### config.mk
export PLATFORM = sky130hd
export DESIGN_NAME = pesh_ctrl
export DESIGN_NICKNAME = d
export VERILOG_FILES = /design/src/rtl/pesh_pkg.sv /design/src/rtl/pesh_ctrl.sv
export SDC_FILE = /design/constraint.sdc
export NUM_CORES = 1
export LEC_CHECK = 0
export BUFFER_PORTS_ARGS = -buffer_cell sky130_fd_sc_hd__buf_4
export CAP_MARGIN = 20
export CORE_ASPECT_RATIO = 1.25
export CORE_MARGIN = 1
export CORE_UTILIZATION = 47
export DETAILED_ROUTE_END_ITERATION = 10
export MAX_ROUTING_LAYER = met4
export PLACE_DENSITY = 0.86
export SLEW_MARGIN = 0
export SYNTH_ARGS = -nofsm -noshare
export SYNTH_HDL_FRONTEND = slang
export SYNTH_SLANG_ARGS = --single-unit
export TNS_END_PERCENT = 100
### constraint.sdc
create_clock -name clock -period 2.4 [get_ports clock]
set_input_delay 0.48 -clock clock [delete_from_list [all_inputs] [get_ports clock]]
set_output_delay 0.48 -clock clock [all_outputs]
set_load 0.01 [all_outputs]
### src/rtl/pesh_pkg.sv
`default_nettype none
// ----------------------------------------------------------------------------
// pesh_pkg: shared constants and types of the peri-event spike histogram
// Sizes, field widths, command codes and the controller/datapath interface.
// ----------------------------------------------------------------------------
package pesh_pkg;

   // sizing
   localparam int MAX_BINS      = 1024;
   localparam int ELECTRODES    = 16;
   localparam int UNIT_SLOTS    = 8;
   localparam int TRIGGER_DEPTH = 16;
   localparam int SPIKE_DEPTH   = 64;

   localparam int ROWS       = ELECTRODES * UNIT_SLOTS;
   localparam int HIST_DEPTH = ROWS * MAX_BINS;
   localparam int HADDR_W    = $clog2(HIST_DEPTH);
   localparam int BIN_W      = (MAX_BINS > 1) ? $clog2(MAX_BINS) : 1;
   localparam int NB_W       = $clog2(MAX_BINS + 1);
   localparam int TIDX_W     = (TRIGGER_DEPTH > 1) ? $clog2(TRIGGER_DEPTH) : 1;
   localparam int SIDX_W     = (SPIKE_DEPTH > 1) ? $clog2(SPIKE_DEPTH) : 1;
   localparam int TFILL_W    = $clog2(TRIGGER_DEPTH + 1);
   localparam int SFILL_W    = $clog2(SPIKE_DEPTH + 1);
   localparam int IDX_W0     = (TIDX_W > SIDX_W) ? TIDX_W : SIDX_W;
   localparam int IDX_W      = (IDX_W0 > BIN_W) ? IDX_W0 : BIN_W;

   // field widths
   localparam int TS_W     = 48;
   localparam int CFG_W    = 20;
   localparam int TSRC_W   = 5;
   localparam int LINE_W   = 8;
   localparam int SRC_W    = 4;
   localparam int ELEC_W   = 4;
   localparam int UNIT_W   = 3;
   localparam int BIDX_W   = 10;
   localparam int ACT_W    = 3;
   localparam int CSR_IDX_W = 3;
   localparam int CNT_W    = 32;
   localparam int MEAN_W   = 40;
   localparam int SUM_W    = CNT_W + BIN_W;
   localparam int DIV_W    = SUM_W + 8;
   localparam int STEP_W   = $clog2(DIV_W + 1);
   localparam int SREC_W   = TS_W + ELEC_W + UNIT_W;

   localparam logic [CNT_W-1:0] CNT_MAX = '1;

   // register reset values
   localparam logic [CFG_W-1:0]  WINDOW_RESET = 20'd30000;
   localparam logic [CFG_W-1:0]  BINSZ_RESET  = 20'd300;
   localparam logic [TSRC_W-1:0] TSRC_RESET   = 5'h1F;
   localparam logic [LINE_W-1:0] TLINE_RESET  = 8'd0;

   // register indexes
   localparam logic [CSR_IDX_W-1:0] CSR_WINDOW = 3'd0;
   localparam logic [CSR_IDX_W-1:0] CSR_BINSZ  = 3'd1;
   localparam logic [CSR_IDX_W-1:0] CSR_TSRC   = 3'd2;
   localparam logic [CSR_IDX_W-1:0] CSR_TLINE  = 3'd3;

   typedef enum logic [ACT_W-1:0] {
      ACT_TRIGGER    = 3'd0,
      ACT_SPIKE      = 3'd1,
      ACT_READ_BIN   = 3'd2,
      ACT_READ_STATS = 3'd3,
      ACT_CLEAR      = 3'd4
   } action_type;

   typedef enum logic [1:0] {
      DIV_PAIR = 2'd0,
      DIV_BINS = 2'd1,
      DIV_MEAN = 2'd2
   } div_mode_type;

   typedef enum logic [1:0] {
      RD_HIT  = 2'd0,
      RD_BIN  = 2'd1,
      RD_STAT = 2'd2
   } rd_sel_type;

   // controller to datapath
   typedef struct packed {
      logic         load_req;
      logic         idx_clr;
      logic         idx_inc;
      logic         ring_rd;
      logic         off_load;
      logic         div_start;
      div_mode_type div_mode;
      logic         bin_load;
      logic         nb_load;
      logic         hist_rd;
      rd_sel_type   rd_sel;
      logic         hist_unit;
      logic         hist_wr;
      logic         push;
      logic         acc_init;
      logic         acc_en;
      logic         rsp_bin;
      logic         rsp_stat;
      logic         clr_start;
      logic         clr_wr;
   } ctrl_cmd_type;

   // datapath to controller
   typedef struct packed {
      logic [ACT_W-1:0] act;
      logic             trig_ok;
      logic             row_ok;
      logic             bin_ok;
      logic             scan_empty;
      logic             scan_last;
      logic             bin_last;
      logic             in_range;
      logic             unit_nz;
      logic             div_done;
      logic             clr_last;
      logic             dirty;
   } dp_status_type;

endpackage
`default_nettype wire

### src/rtl/pesh_ctrl.sv
`default_nettype none
// ----------------------------------------------------------------------------
// pesh_ctrl: sequencer of the peri-event spike histogram
// Steps clearing, ring scans, pair binning, reads and statistics.
// ----------------------------------------------------------------------------
module pesh_ctrl import pesh_pkg::*; (
   input  logic          clock,
   input  logic          reset,
   input  logic          start,
   output logic          busy,
   output logic          rsp_valid,
   input  dp_status_type st,
   output ctrl_cmd_type  cmd
);

   typedef enum logic [4:0] {
      S_CLEAR, S_BINS, S_BWAIT, S_IDLE, S_DECODE,
      S_SCAN_RD, S_SCAN_OFF, S_SCAN_CHK, S_DIV_WAIT,
      S_HIT_RD, S_HIT_WR, S_UNIT_RD, S_UNIT_WR, S_NEXT, S_PUSH,
      S_RB_RD, S_RB_OUT, S_ST_RD, S_ST_ACC, S_ST_DIV, S_ST_WAIT
   } state_type;

   state_type state_ff, state_in;
   logic      rsp_valid_ff, rsp_valid_in;

   // next state and commands
   always_comb begin
      state_in = state_ff;
      cmd      = '0;
      unique case (state_ff)
         S_CLEAR: begin
            cmd.clr_wr = 1'b1;
            if (st.clr_last) state_in = S_BINS;
         end
         S_BINS: begin
            cmd.div_start = 1'b1;
            cmd.div_mode  = DIV_BINS;
            state_in      = S_BWAIT;
         end
         S_BWAIT: begin
            if (st.div_done) begin
               cmd.nb_load = 1'b1;
               state_in    = S_IDLE;
            end
         end
         S_IDLE: begin
            if (st.dirty) begin
               cmd.clr_start = 1'b1;
               state_in      = S_CLEAR;
            end else if (start) begin
               cmd.load_req = 1'b1;
               state_in     = S_DECODE;
            end
         end
         S_DECODE: begin
            cmd.idx_clr = 1'b1;
            state_in    = S_IDLE;
            unique case (st.act)
               ACT_TRIGGER, ACT_SPIKE: begin
                  if ((st.act == ACT_TRIGGER) ? st.trig_ok : st.row_ok)
                     state_in = st.scan_empty ? S_PUSH : S_SCAN_RD;
               end
               ACT_READ_BIN: begin
                  if (st.bin_ok) state_in = S_RB_RD;
                  else cmd.rsp_bin = 1'b1;
               end
               ACT_READ_STATS: begin
                  cmd.acc_init = 1'b1;
                  if (st.row_ok) state_in = S_ST_RD;
                  else cmd.rsp_stat = 1'b1;
               end
               ACT_CLEAR: begin
                  cmd.clr_start = 1'b1;
                  state_in      = S_CLEAR;
               end
               default: ;
            endcase
         end
         S_SCAN_RD: begin
            cmd.ring_rd = 1'b1;
            state_in    = S_SCAN_OFF;
         end
         S_SCAN_OFF: begin
            cmd.off_load = 1'b1;
            state_in     = S_SCAN_CHK;
         end
         S_SCAN_CHK: begin
            if (st.in_range) begin
               cmd.div_start = 1'b1;
               cmd.div_mode  = DIV_PAIR;
               state_in      = S_DIV_WAIT;
            end else begin
               state_in = S_NEXT;
            end
         end
         S_DIV_WAIT: begin
            if (st.div_done) begin
               cmd.bin_load = 1'b1;
               state_in     = S_HIT_RD;
            end
         end
         S_HIT_RD: begin
            cmd.hist_rd = 1'b1;
            cmd.rd_sel  = RD_HIT;
            state_in    = S_HIT_WR;
         end
         S_HIT_WR: begin
            cmd.hist_wr = 1'b1;
            state_in    = st.unit_nz ? S_UNIT_RD : S_NEXT;
         end
         S_UNIT_RD: begin
            cmd.hist_rd   = 1'b1;
            cmd.rd_sel    = RD_HIT;
            cmd.hist_unit = 1'b1;
            state_in      = S_UNIT_WR;
         end
         S_UNIT_WR: begin
            cmd.hist_wr   = 1'b1;
            cmd.hist_unit = 1'b1;
            state_in      = S_NEXT;
         end
         S_NEXT: begin
            if (st.scan_last) begin
               state_in = S_PUSH;
            end else begin
               cmd.idx_inc = 1'b1;
               state_in    = S_SCAN_RD;
            end
         end
         S_PUSH: begin
            cmd.push = 1'b1;
            state_in = S_IDLE;
         end
         S_RB_RD: begin
            cmd.hist_rd = 1'b1;
            cmd.rd_sel  = RD_BIN;
            state_in    = S_RB_OUT;
         end
         S_RB_OUT: begin
            cmd.rsp_bin = 1'b1;
            state_in    = S_IDLE;
         end
         S_ST_RD: begin
            cmd.hist_rd = 1'b1;
            cmd.rd_sel  = RD_STAT;
            state_in    = S_ST_ACC;
         end
         S_ST_ACC: begin
            cmd.acc_en = 1'b1;
            if (st.bin_last) begin
               state_in = S_ST_DIV;
            end else begin
               cmd.idx_inc = 1'b1;
               state_in    = S_ST_RD;
            end
         end
         S_ST_DIV: begin
            cmd.div_start = 1'b1;
            cmd.div_mode  = DIV_MEAN;
            state_in      = S_ST_WAIT;
         end
         S_ST_WAIT: begin
            if (st.div_done) begin
               cmd.rsp_stat = 1'b1;
               state_in     = S_IDLE;
            end
         end
         default: state_in = S_IDLE;
      endcase
      rsp_valid_in = cmd.rsp_bin | cmd.rsp_stat;
   end

   // state and result strobe
   always_ff @(posedge clock) begin
      if (reset) begin
         state_ff     <= S_CLEAR;
         rsp_valid_ff <= 1'b0;
      end else begin
         state_ff     <= state_in;
         rsp_valid_ff <= rsp_valid_in;
      end
   end

   assign busy      = (state_ff != S_IDLE) | st.dirty;
   assign rsp_valid = rsp_valid_ff;

endmodule
`default_nettype wire

# After elaboration in Yosys (flattened, before gate mapping)
# Index checks and enable logic that the tools add are counted.
dict set report totals {
  reg_bits 6
  latch_bits 0
  ramBits 0
  romBits 0
  inputBits 17
  out_inout_bits 24
  elab_cells 88
  n_memories 0
}
dict set report classes {
  n_addsub 0
  n_mul 0
  div 0
  magnitude_cmp 0
  eq_ne 29
  shift 0
  n_mux 47
  n_bitwise 2
  reduce_logical 8
}
# cell count
set ops {}
lappend ops {{$pmux 5 s18} 1}
lappend ops {{$eq 5x4->1 const B} 8}
lappend ops {{$mux 5} 6}
lappend ops {{$eq 5x5->1 const B} 5}
lappend ops {{$mux 1} 25}
lappend ops {{$eq 5x3->1 const B} 4}
lappend ops {{$pmux 5 s4} 1}
lappend ops {{$pmux 3 s3} 2}
lappend ops {{$mux 4} 4}
lappend ops {{$eq 5x2->1 const B} 2}
lappend ops {{$reduce_or 2->1} 5}
lappend ops {{$mux 3} 3}
lappend ops {{$pmux 1 s2} 4}
lappend ops {{$eq 3x2->1 const B} 2}
lappend ops {{$eq 5x1->1 const B} 1}
lappend ops {{$logic_not 5->1} 1}
lappend ops {{$ne 5x2->1 const B} 1}
lappend ops {{$ne 2x2->1 const B} 2}
lappend ops {{$reduce_and 4->1} 1}
lappend ops {{$eq 3x1->1 const B} 1}
lappend ops {{$eq 3x3->1 const B} 1}
lappend ops {{$logic_not 3->1} 1}
lappend ops {{$ne 3x3->1 const B} 1}
lappend ops {{$mux 2} 1}
lappend ops {{other kinds (2)} 3}

# Logic depth before layout (Yosys ltp)
dict set report logic_depth {
  word_depth 5
  ltp_mapped 7
  mapped_depth_nobuf 5
}

# Worst setup path after synthesis
# OpenSTA, ideal clock, no wires.
dict set report synth_timing {
  kind {flip-flop to output port}
  start {reg state_ff[0]}
  end {out cmd[2] (netlist name)}
  t_arrival_ns 1.412
  t_required_ns 1.920
  slack_ns 0.508
  stages_incl_launch_ff 6
  path_buffers 1
  path_cell_list {dfxtp_1 > buf_4 > nor3_1 > nor3b_1 > and3_1 > a32o_1}
}
# element line
set synth_lines {}
lappend synth_lines {{start, declared} pesh_ctrl.sv:23} ;# state_type state_ff, state_in;
lappend synth_lines {{start signal, assigned} pesh_ctrl.sv:179} ;# state_ff <= state_in;
lappend synth_lines {{end, declared} pesh_ctrl.sv:13} ;# output ctrl_cmd_type cmd

==> impl_metrics.toml <==
[cells_and_area]
nFillCells = 160
mostFrequentLayoutCell = "buf_4"
final_util_pct = 71.1
seq_area_sq_um = 121
drive_above_1_share_pct = 33.0
area_growth_pct = 39.2
layout_common_cells = "buf_4 (47), nor2_1 (13), o21ai_0 (11), inv_1 (9), nor3_1 (8)"
diodes = 0
multiInputGateArea_sq_um = 717
fin_area_sq_um = 1270
fin_nets = 195

[clock_tree]
numClockSinks = 6
cts-htree-levels = 1
clk_latency_ns = 0.25
clk_pin_slew_ns = 0.04
clk_root_buffer_cell = "clkbuf_4"
cts_tree = "yes"
clockBufferDepth = 2
cts_buffers = 3
cts_hold_buffers = 0

[timing]
hold_viol_final = 0
drv_slew = 0
period_minus_slack_ns = 2.29
fin_skew_ns = 0.000310
fmax_mhz = 436
min_period_over_period_pct = 95.5
worst_pin_slew_ns = 0.534
setup-tns-final_ns = 0
finalSetupViolCount = 0
grt_setup_unrepaired = "no"
slew_headroom_pct = 63.9

[synth]
yosysSeqAreaShare_pct = 13.2
async_flop_share_pct = 0
avgSynthCellArea_sq_um = 6.67
synthCells = 137
syn_nets = 154
ys.flop_type = "dfxtp_1"
syn-cell-area_sq_um = 913
synth_seq_cells = 6
synth_edf_count = 0
synth_cell_type_count = 45
yosys_warnings = 0

[drt]
wl_mm = 3.14
wl_per_cell_um = 16.1
ant_nets = 0
viasPerCell = 6.18
dr.first_iter.drc_count = 54
drc = 0
route.vias.total = 1205
drt_pass1_iterations = 4

[placement]
hpwl_mm = 2.44
globalplace.congestion = 0.891
portBuffers = 40
dpl_cell_area_sq_um = 1240

[critical_path]
arrival_ns = 1.81
slowest_delay_ns = 0.52
cp-start-kind = "flip-flop"
path_cells = "or3b_1 > or3_4 > nor2_1 > buf_4"
worstPathRequired_ns = 1.92
timing_worst_setup_path_type = "reg2out"
slowest_stage = "dfxtp_1"
endpoint_kind = "output port"
cp_max_fo = 10

[global_routing]
met2_usage_pct = 55.7
grt_max_degree = 19
grt_pass1_wl_mm = 4.95
met1_usage_pct = 35.3
grt-ovfl-total = 0
grtUsageTotal_pct = 30.7
grt_pass1_vias = 1083
antenna_found_initial = 0
met3_usage_pct = 3.18
busiest_layer = "met2"

[floorplanning]
die_w_um = 41.4
core_area_sq_um = 1790
die_h_um = 51.3
rows = 17
io_pins = 41
die_area_sq_um = 2120
initial_utilization_pct = 51.1

[pwr]
power_density_nw_per_um2 = 623
p_leak_uw = 0.000540
power_frac_comb_pct = 68.6
switching_share_pct = 48.2
switchingPower_uw = 382
ir_drop_mv = 0.580
clkPwrFrac_pct = 12.0
finalPower_uw = 792
power.share.sequential_pct = 19.4
internal_power_uw = 410

[run]
cap_violations = 0

[min_path]
hold_path_class = "in2reg"

[run_status]
status = "finished, final reports clean"
-- cell usage after synthesis (2+ instances only) --
cell	instances	share of area (%)
o31a_1	3	2.9
nor3_1	9	4.9
nand2b_1	6	4.1
nor4b_1	2	1.9
buf_2	6	3.3
nand2_1	7	2.9
nand3_1	6	3.3
nand4_1	2	1.4
dfxtp_1	6	13
and3_1	5	3.4
o21ai_0	11	6.0
inv_1	9	3.7
o32ai_1	2	1.9
a211oi_1	2	1.6
clkbuf_1	2	0.82
nand3b_1	2	1.6
nor2_1	13	5.3
buf_1	2	0.82
a21oi_1	5	2.7
nor2b_1	7	4.8
xnor2_1	2	1.9
mux2i_1	2	2.2
o22ai_1	3	2.1
a32oi_1	2	1.9
-- what timing repair did --
| action | 4_1_cts | 5_1_grt |
|---|---|---|
| gates resized for setup | 0 | 3 |
| endpoints found under the setup margin | 0 | 4 |
| setup buffers | 0 | 0 |
-- through the flow --
step           hold slack, ns  worst slack [ns]  cells
6_report                0.429             0.109    195
5_1_grt                 0.421            0.0108    195
4_1_cts                 0.434            0.0240    195
3_5_place_dp            0.679             0.292    192
3_3_place_gp            0.640             0.429    192
2_1_floorplan           0.549             0.508    137
-- state kept, by name, summed over array words and instances (netlist names) --
signal / flops
state_ff: 5
rsp_valid: 1
-- routing by layer --
layer | wire (um) | part of all wire, %
met4 | 21 | 0.67
met2 | 1690 | 54
met1 | 1290 | 41
met5 | 0 | 0
met3 | 136 | 4.3
-- cell type report --
cell class | instances | area share [%]
Timing Repair Buffer | 47 | 27.8
Inverter | 9 | 2.66
Multi-Input combinational cell | 111 | 56.4
Tap cell | 19 | 1.87
Sequential cell | 6 | 9.55
Clock buffer | 3 | 1.77
-- power by group through the flow --
stage                     Sequential (uW)  Combinational (uW)  Clock, uW
after floorplan                       126                 357          0
after global placement                150                 509          0
after detailed placement              152                 527          0
after CTS                             150                 529       98.1
after global routing                  153                 576        108
final                                 154                 544       94.8
-- critical path, delay by kind of cell, from the launching register on --
family,cells,cell delay (ns)
and+or+nand+nor,3,0.91
DFF,1,0.52
buffers and inverters,1,0.13
-- logic make-up (layout without fill, tap and decap cells) --
kind of cell / Yosys count / count (layout) / share of synthesized area, %
buf+inv: 20 / 59 / 9.45
mux: 2 / 2 / 2.19
fa+ha+maj: 1 / 1 / 1.10
simple gates: 67 / 67 / 40.8
compound gates: 39 / 39 / 31.4
flops: 6 / 6 / 13.2
xor+xnor: 2 / 2 / 1.92
-- path summary, 6_finish.rpt --
check,start,to,slack [ns],cells past startpoint
worst min-delay path,reset,state_ff[4]$_SDFFE_PP0P_,0.43,2
worst max-delay path,state_ff[0]$_SDFFE_PP0P_,cmd[21],0.11,4
worst min register to register,state_ff[4]$_SDFFE_PP0P_,state_ff[4]$_SDFFE_PP0P_,0.59,2
worst max register to register,state_ff[0]$_SDFFE_PP0P_,state_ff[1]$_SDFFE_PP0P_,0.45,5
No activity file was read; power rests on OpenSTA's default activity.
